### src/rtl/rlsc_pkg.sv
// rlsc_pkg: shared types, character constants and the opcode decode table
// for the rule line syntax checker; no dependencies
package rlsc_pkg;

    localparam logic [7:0] CH_SPACE = 8'h20;
    localparam logic [7:0] CH_0     = 8'h30;
    localparam logic [7:0] CH_9     = 8'h39;
    localparam logic [7:0] CH_A     = 8'h41;
    localparam logic [7:0] CH_Z     = 8'h5A;

    localparam int unsigned OP_COUNT_W = 9;
    localparam logic [OP_COUNT_W-1:0] OP_COUNT_MAX = '1;

    localparam logic [7:0] MAX_OPS_RESET = 8'd255;

    // register indexes on the configuration port
    localparam logic REG_GPU_MODE = 1'b0;
    localparam logic REG_MAX_OPS  = 1'b1;

    typedef struct packed {
        logic       gpu_mode;
        logic [7:0] max_ops;
    } cfg_t;

    // known opcode, refused in gpu mode, argument count, position mask
    typedef struct packed {
        logic       known;
        logic       gpu;
        logic [1:0] nargs;
        logic [2:0] pos;
    } dec_t;

    function automatic dec_t decode_op(input logic [7:0] c);
        dec_t d;
        d = '0;
        case (c)
            ":", "l", "u", "c", "C", "t", "r", "d", "f", "{", "}", "[",
            "]", "a", "q", "k", "K", "E":
                d = '{known: 1'b1, gpu: 1'b0, nargs: 2'd0, pos: 3'b000};
            "T", "p", "D", "'", "z", "Z", "y", "Y", "L", "R", "+", "-",
            ".", ",":
                d = '{known: 1'b1, gpu: 1'b0, nargs: 2'd1, pos: 3'b001};
            "$", "^", "@":
                d = '{known: 1'b1, gpu: 1'b0, nargs: 2'd1, pos: 3'b000};
            "x", "*":
                d = '{known: 1'b1, gpu: 1'b0, nargs: 2'd2, pos: 3'b011};
            "i", "o":
                d = '{known: 1'b1, gpu: 1'b0, nargs: 2'd2, pos: 3'b001};
            "s":
                d = '{known: 1'b1, gpu: 1'b0, nargs: 2'd2, pos: 3'b000};
            "X":
                d = '{known: 1'b1, gpu: 1'b1, nargs: 2'd3, pos: 3'b111};
            "4", "6", "M", "Q":
                d = '{known: 1'b1, gpu: 1'b1, nargs: 2'd0, pos: 3'b000};
            "<", ">":
                d = '{known: 1'b1, gpu: 1'b1, nargs: 2'd1, pos: 3'b001};
            "!", "/", "(", ")":
                d = '{known: 1'b1, gpu: 1'b1, nargs: 2'd1, pos: 3'b000};
            "=", "%":
                d = '{known: 1'b1, gpu: 1'b1, nargs: 2'd2, pos: 3'b001};
            default:
                d = '0;
        endcase
        return d;
    endfunction

    function automatic logic is_position(input logic [7:0] c);
        return ((c >= CH_0) && (c <= CH_9)) || ((c >= CH_A) && (c <= CH_Z));
    endfunction

endpackage

### src/rtl/rlsc_cfg_regs.sv
// rlsc_cfg_regs: apb-style configuration registers (gpu_mode, max_ops)
// depends on rlsc_pkg
module rlsc_cfg_regs
(
    input  logic                clk,
    input  logic                rst_n,
    input  logic                psel,
    input  logic                penable,
    input  logic                pwrite,
    input  logic [2:0]          paddr,
    input  logic [31:0]         pwdata,
    output logic [31:0]         prdata,
    output logic                pready,
    output rlsc_pkg::cfg_t      cfg
);

    logic       gpu_mode_reg;
    logic [7:0] max_ops_reg;
    logic       wr_en;
    logic       reg_sel;

    assign pready  = 1'b1;
    assign wr_en   = psel && penable && pwrite;
    assign reg_sel = paddr[2];

    always_ff @(posedge clk or negedge rst_n)
    begin
        if (!rst_n)
        begin
            gpu_mode_reg <= 1'b0;
            max_ops_reg  <= rlsc_pkg::MAX_OPS_RESET;
        end
        else if (wr_en)
        begin
            case (reg_sel)
                rlsc_pkg::REG_GPU_MODE: gpu_mode_reg <= pwdata[0];
                rlsc_pkg::REG_MAX_OPS:  max_ops_reg  <= pwdata[7:0];
                default:                gpu_mode_reg <= gpu_mode_reg;
            endcase
        end
    end

    always_comb
    begin
        case (reg_sel)
            rlsc_pkg::REG_GPU_MODE: prdata = {31'd0, gpu_mode_reg};
            rlsc_pkg::REG_MAX_OPS:  prdata = {24'd0, max_ops_reg};
            default:                prdata = 32'd0;
        endcase
    end

    assign cfg.gpu_mode = gpu_mode_reg;
    assign cfg.max_ops  = max_ops_reg;

endmodule

### src/rtl/rlsc_line_state.sv
// rlsc_line_state: per-line parse state and its update from a
// registered item; depends on rlsc_pkg
module rlsc_line_state
(
    input  logic                clk,
    input  logic                rst_n,
    input  logic                take,
    input  logic [7:0]          char_code,
    input  logic                has_char,
    input  logic                last,
    input  rlsc_pkg::cfg_t      cfg,
    output logic                line_ok
);

    localparam int unsigned CW = rlsc_pkg::OP_COUNT_W;

    logic          pend_reg,    pend_next,    pend_b;
    logic [2:0]    pos_reg,     pos_next,     pos_b;
    logic [1:0]    nargs_reg,   nargs_next,   nargs_b;
    logic [1:0]    arg_idx_reg, arg_idx_next, arg_idx_b;
    logic [CW-1:0] cnt_reg,     cnt_next,     cnt_b;
    logic          rej_reg,     rej_next,     rej_b;
    rlsc_pkg::dec_t dec;
    logic          pos_ok;

    always_comb
    begin
        dec       = rlsc_pkg::decode_op(char_code);
        pos_ok    = rlsc_pkg::is_position(char_code);
        pend_b    = pend_reg;
        pos_b     = pos_reg;
        nargs_b   = nargs_reg;
        arg_idx_b = arg_idx_reg;
        cnt_b     = cnt_reg;
        rej_b     = rej_reg;

        if (has_char && !rej_reg)
        begin
            if (pend_reg)
            begin
                // argument byte of the pending opcode
                if (pos_reg[arg_idx_reg] && !pos_ok)
                begin
                    rej_b = 1'b1;
                end
                else
                begin
                    arg_idx_b = arg_idx_reg + 2'd1;
                    if (arg_idx_b >= nargs_reg)
                    begin
                        pend_b    = 1'b0;
                        arg_idx_b = 2'd0;
                    end
                end
            end
            else if (char_code != rlsc_pkg::CH_SPACE)
            begin
                if (!dec.known || (dec.gpu && cfg.gpu_mode))
                begin
                    rej_b = 1'b1;
                end
                else
                begin
                    if (cnt_reg != rlsc_pkg::OP_COUNT_MAX)
                    begin
                        cnt_b = cnt_reg + {{(CW-1){1'b0}}, 1'b1};
                    end
                    if (cnt_b > {{(CW-8){1'b0}}, cfg.max_ops})
                    begin
                        rej_b = 1'b1;
                    end
                    else if (dec.nargs != 2'd0)
                    begin
                        pend_b    = 1'b1;
                        pos_b     = dec.pos;
                        nargs_b   = dec.nargs;
                        arg_idx_b = 2'd0;
                    end
                end
            end
        end

        line_ok = !rej_b && !pend_b;

        // end of line returns the pending flag, argument index, count and reject flag to idle
        if (last)
        begin
            pend_next    = 1'b0;
            arg_idx_next = 2'd0;
            cnt_next     = '0;
            rej_next     = 1'b0;
        end
        else
        begin
            pend_next    = pend_b;
            arg_idx_next = arg_idx_b;
            cnt_next     = cnt_b;
            rej_next     = rej_b;
        end
        pos_next   = pos_b;
        nargs_next = nargs_b;
    end

    always_ff @(posedge clk or negedge rst_n)
    begin
        if (!rst_n)
        begin
            pend_reg    <= 1'b0;
            arg_idx_reg <= 2'd0;
            cnt_reg     <= '0;
            rej_reg     <= 1'b0;
        end
        else if (take)
        begin
            pend_reg    <= pend_next;
            arg_idx_reg <= arg_idx_next;
            cnt_reg     <= cnt_next;
            rej_reg     <= rej_next;
        end
    end

    always_ff @(posedge clk)
    begin
        if (take)
        begin
            pos_reg   <= pos_next;
            nargs_reg <= nargs_next;
        end
    end

    // a pending opcode never has all its arguments already taken
    assert property (@(posedge clk) disable iff (!rst_n)
        pend_reg |-> (arg_idx_reg < nargs_reg))
        else $error("argument index past argument count");

    // the pending, reject and count state are clear after the closing item
    assert property (@(posedge clk) disable iff (!rst_n)
        (take && last) |=> (!pend_reg && !rej_reg && (cnt_reg == '0)))
        else $error("state not cleared at end of line");

endmodule

### src/rtl/rule_line_syntax_checker_unit.sv
// rule_line_syntax_checker_unit: top level of the rule line syntax checker
// depends on rlsc_pkg, rlsc_cfg_regs and rlsc_line_state
//
//  channel   signals                                     direction  moves
//  item      item_valid item_ready char_code has_char last   in     one byte
//  result    result_valid result_ready line_ok             out    one verdict
//  config    psel penable pwrite paddr pwdata prdata pready  in/out  registers
//
// one item a cycle unless a closing item waits on a held verdict; items pass
// the input register, then the parse-state update feeding the result register
// rst_n clears the line state, the holding registers' valid flags and the
// configuration (gpu_mode 0, max_ops 255)
// a stalled result only holds up an item that closes a line and those behind it;
// other items keep flowing through the input register while the verdict waits
module rule_line_syntax_checker_unit
(
    input  logic        clk,
    input  logic        rst_n,
    // configuration port
    input  logic        psel,
    input  logic        penable,
    input  logic        pwrite,
    input  logic [2:0]  paddr,
    input  logic [31:0] pwdata,
    output logic [31:0] prdata,
    output logic        pready,
    // item channel
    input  logic        item_valid,
    output logic        item_ready,
    input  logic [7:0]  char_code,
    input  logic        has_char,
    input  logic        last,
    // result channel
    output logic        result_valid,
    input  logic        result_ready,
    output logic        line_ok
);

    rlsc_pkg::cfg_t cfg;

    // input register
    logic       in_valid_reg;
    logic [7:0] in_char_reg;
    logic       in_has_reg;
    logic       in_last_reg;

    // result register
    logic       res_valid_reg, res_valid_next;
    logic       res_ok_reg;

    logic       in_take;     // registered item moves into the parse state
    logic       res_free;    // result register can take a verdict this cycle
    logic       verdict_ok;

    rlsc_cfg_regs u_cfg
    (
        .clk     (clk),
        .rst_n   (rst_n),
        .psel    (psel),
        .penable (penable),
        .pwrite  (pwrite),
        .paddr   (paddr),
        .pwdata  (pwdata),
        .prdata  (prdata),
        .pready  (pready),
        .cfg     (cfg)
    );

    // an item with no verdict always moves on; a closing item needs room
    assign res_free   = !res_valid_reg || result_ready;
    assign in_take    = in_valid_reg && (!in_last_reg || res_free);
    assign item_ready = !in_valid_reg || in_take;

    always_ff @(posedge clk or negedge rst_n)
    begin
        if (!rst_n)
        begin
            in_valid_reg <= 1'b0;
        end
        else if (item_ready)
        begin
            in_valid_reg <= item_valid;
        end
    end

    always_ff @(posedge clk)
    begin
        if (item_ready && item_valid)
        begin
            in_char_reg <= char_code;
            in_has_reg  <= has_char;
            in_last_reg <= last;
        end
    end

    rlsc_line_state u_line
    (
        .clk       (clk),
        .rst_n     (rst_n),
        .take      (in_take),
        .char_code (in_char_reg),
        .has_char  (in_has_reg),
        .last      (in_last_reg),
        .cfg       (cfg),
        .line_ok   (verdict_ok)
    );

    always_comb
    begin
        res_valid_next = res_valid_reg && !result_ready;
        if (in_take && in_last_reg)
        begin
            res_valid_next = 1'b1;
        end
    end

    always_ff @(posedge clk or negedge rst_n)
    begin
        if (!rst_n)
        begin
            res_valid_reg <= 1'b0;
        end
        else
        begin
            res_valid_reg <= res_valid_next;
        end
    end

    always_ff @(posedge clk)
    begin
        if (in_take && in_last_reg)
        begin
            res_ok_reg <= verdict_ok;
        end
    end

    assign result_valid = res_valid_reg;
    assign line_ok      = res_ok_reg;

    // a new verdict only follows a closing item leaving the input register
    assert property (@(posedge clk) disable iff (!rst_n)
        $rose(res_valid_reg) |-> $past(in_valid_reg && in_last_reg))
        else $error("verdict without a closing item");

    // the input side only stalls behind a held closing item and a held verdict
    assert property (@(posedge clk) disable iff (!rst_n)
        !item_ready |-> (in_valid_reg && in_last_reg && res_valid_reg && !result_ready))
        else $error("input stalled without cause");

    // a closing item never overwrites a verdict that has not been taken
    assert property (@(posedge clk) disable iff (!rst_n)
        (in_take && in_last_reg) |-> (!res_valid_reg || result_ready))
        else $error("verdict overwritten");

endmodule
### config.mk
export PLATFORM = sky130hd
export DESIGN_NAME = rule_line_syntax_checker_unit
export DESIGN_NICKNAME = d
export VERILOG_FILES = /design/src/rtl/rlsc_pkg.sv /design/src/rtl/rlsc_cfg_regs.sv /design/src/rtl/rlsc_line_state.sv /design/src/rtl/rule_line_syntax_checker_unit.sv
export SDC_FILE = /design/constraint.sdc
export NUM_CORES = 1
export LEC_CHECK = 0
export BUFFER_PORTS_ARGS = -buffer_cell sky130_fd_sc_hd__buf_4
export CORE_MARGIN = 5
export CORE_UTILIZATION = 40
export DETAILED_ROUTE_END_ITERATION = 7
export PLACE_DENSITY = 0.72
export SYNTH_ARGS = -nofsm -noshare
export SYNTH_HDL_FRONTEND = slang
export SYNTH_SLANG_ARGS = --single-unit
### constraint.sdc
create_clock -name clk -period 8.1 [get_ports clk]
set_input_delay 0.81 -clock clk [delete_from_list [all_inputs] [get_ports clk]]
set_output_delay 0.81 -clock clk [all_outputs]
set_load 0.05 [all_outputs]
==> out/metrics.cfg <==
[synthesis]
synth_area_sq_um=3790
yosys-top-cells-area=edfxtp_1 13%, dfrtp_1 11%, ha_1 6.3%, dfstp_2 5.5%, buf_4 4.9%
synth_largest_area_cell=edfxtp_1
synthesis.area_per_instance_sq_um=8.49
synth.distinct_cells=69
synth.most_common_cell=nand2_1
yosysSeqAreaShare_pct=32.4
ys.flop_type=edfxtp_1
syn_inst=447
synth_edf_count=16
synth_top_area_share_pct=12.7
synth_seq_cells=47
ys_warn_count=0
async_reset_ff_share_pct=51.1
synthTopCellsByCount=38 x nand2_1, 29 x inv_1, 29 x o21ai_0, 25 x buf_4

[power_and_ir_drop]
p_leak_nw=1.77
powerDensity_nw_per_um2=157
seqPwrFrac_pct=45.6
netSwitchingPower_w=0.000242
power.share.switching_pct=37.5
vdd_drop_max_uv=70.1
pwr-share-clk_pct=22.0
total_power_w=0.000647
p_comb_share_pct=32.4
internal-power_w=0.000405

[worst_setup_path]
slowest_delay_ns=0.50
cp-start-kind=primary input
cp_data_required_time_ns=8.30
worstPathMaxFanout=49
arrival_ns=3.94
critPathSlowestCell=a221oi_1
cp-end-kind=register
crit_chain=buf_4 > and4b_4 > inv_4 > nand2_8 > inv_4 > mux2i_1 > inv_1 > ha_1 > or3b_1 > a221oi_1 > a221oi_1 > o31ai_1
path_class=primary input to register

[detailed_routing]
vias_per_cell=5.86
finalWirelength_um=9940
drc=0
wl_per_cell_um=16.7
num_vias=3496
drtIter0Drc=211
ant_nets=0
first_pass_iters=5

[floorplanning]
fp.dieH_um=107
rows=35
ios=88
die-area_sq_um=11500
fp.dieW_um=107
core_area_sq_um=9240
initial_utilization_pct=41.1

[run_status]
status=finished clean

[timing]
min_period_over_period_pct=46.2
slew_headroom_pct=55.6
rsz0062_at_grt=false
worst_slew_pin_slew_ns=0.666
finalHoldViolCount=0
period_minus_slack_ns=3.74
setup_tns_ns=0
fmax_ghz=0.267
setup_viol=0
fin_skew_ns=0.0110
drv_slew=0

[clock_tree]
clk_pin_slew_ns=0.10
numCtsBuffers=5
ctsHoldBuffers=0
clock-sinks=47
cts_setup_buffers=0
cts_root_buffer=clkbuf_8
ctsResizeCount=0
max-clock-path-buffers=2
clk_latency_ns=0.30
cts_tree=built
htree_num_levels=2

[place]
gp_congestion=0.999
io_buffers=36
dpl.hpwl_um=7340

[worst_hold_path]
holdCritPathClass=primary input to async pin

[flow_run]
drv_cap=0

[cells_and_area]
post_route_cells_drive_above_1_share_pct=15.8
final_nets=538
diodes=0
area_delta_synth_final_pct=8.84

[global_route]
grt_pass1_wl_um=16200
grt_max_degree=50
antenna_found_initial=0
track_usage_pct=17.2
globalRouteOverflowTotal=0
grt_pass1_vias=3301

[worst max-delay path: cells and delay by family]
family                     cells  cell delay, ns
muxes                          1            0.33
and+or+nand+nor                3            0.80
AOI/OAI and AO/OA              3            0.77
adders and majority gates      1            0.33
buffers and inverters          4            0.86
[worst paths after layout]
path | depth (start not counted) | from | end | slack (ns)
max reg2reg | 11 | in_last_reg$_DFFE_PP_ | register | 4.40
min in group clk | 1 | register | u_line.pos_reg[1]$_SDFFCE_PP0P_ | 0.52
min | 1 | rst_n | u_line.cnt_reg[2]$_DFFE_PN0P_ | 0.39
max | 12 | result_ready | register | 4.36
max in group asynchronous | 1 | rst_n | u_cfg.max_ops_reg[1]$_DFFE_PN1P_ | 7.41
min reg2reg | 1 | register | u_line.pos_reg[1]$_SDFFCE_PP0P_ | 0.52
[per-stage QoR]
stage	worst slack [ns]	util, %	cells	instance area, sq um	hold slack (ns)
finish	4.36	44.7	597	4130	0.388
CTS	4.42	44.7	597	4130	0.399
global route	4.15	44.7	597	4130	0.410
floorplan	4.28	-	470	3880	0.485
global placement	4.18	43.8	589	4040	0.498
detailed placement	4.15	43.8	589	4040	0.506
[layer usage]
layer  share of wire (%)  wire [um]  global-route usage [%]
met4                 4.4        441                    7.94
met2                  47       4720                    28.6
met3                 8.3        824                    2.58
met1                  40       3960                    22.1
met5                   0          0                       0
[logic make-up (layout without fill, tap and decap cells)]
logic type / count (synthesis) / after routing / share of synthesized area (%)
fa+ha+maj: 19 / 19 / 6.26
mux: 19 / 19 / 5.54
compound gates: 125 / 125 / 22.2
xor+xnor: 8 / 8 / 1.85
flops: 47 / 47 / 32.4
other cells: 2 / 25 / 0.198
simple gates: 150 / 150 / 21.2
buf+inv: 77 / 75 / 10.3
[power by group through the flow]
stage	clock network, W	logic (W)	registers (W)
after floorplan	0	0.000166	0.000292
after global placement	0	0.000205	0.000299
after detailed placement	0	0.000207	0.000299
after CTS	0.000147	0.000208	0.000295
after global routing	0.000158	0.000228	0.000298
final	0.000142	0.000210	0.000295
[area by class of cell]
type                       instances  area (sq um)
fill                             895          5110
multi-input combinational        346          2260
sequential                        47          1230
timing repair buffer              36           270
tap                              129           161
inverter                          31           121
clock buffer                       5          68.8
clock inverter                     3          17.5
[layout by cell type, fill, tap and decap left out, drive strengths merged, types with 6 or more instances in the layout]
cell and n:
nand4 12, xnor2 6, nand3 11, dfstp 8, ha 19, inv 32
buf 36, and2 7, edfxtp 16, dfrtp 16, nor3 8, a21oi 24
o31ai 7, nand2 39, mux2 13, o21ai 30, nor2 24, nand2b 10
mux2i 6, a31oi 11, o211ai 9, dfxtp 7, conb 25, nor2b 13
(Power assumes the default switching activity.)
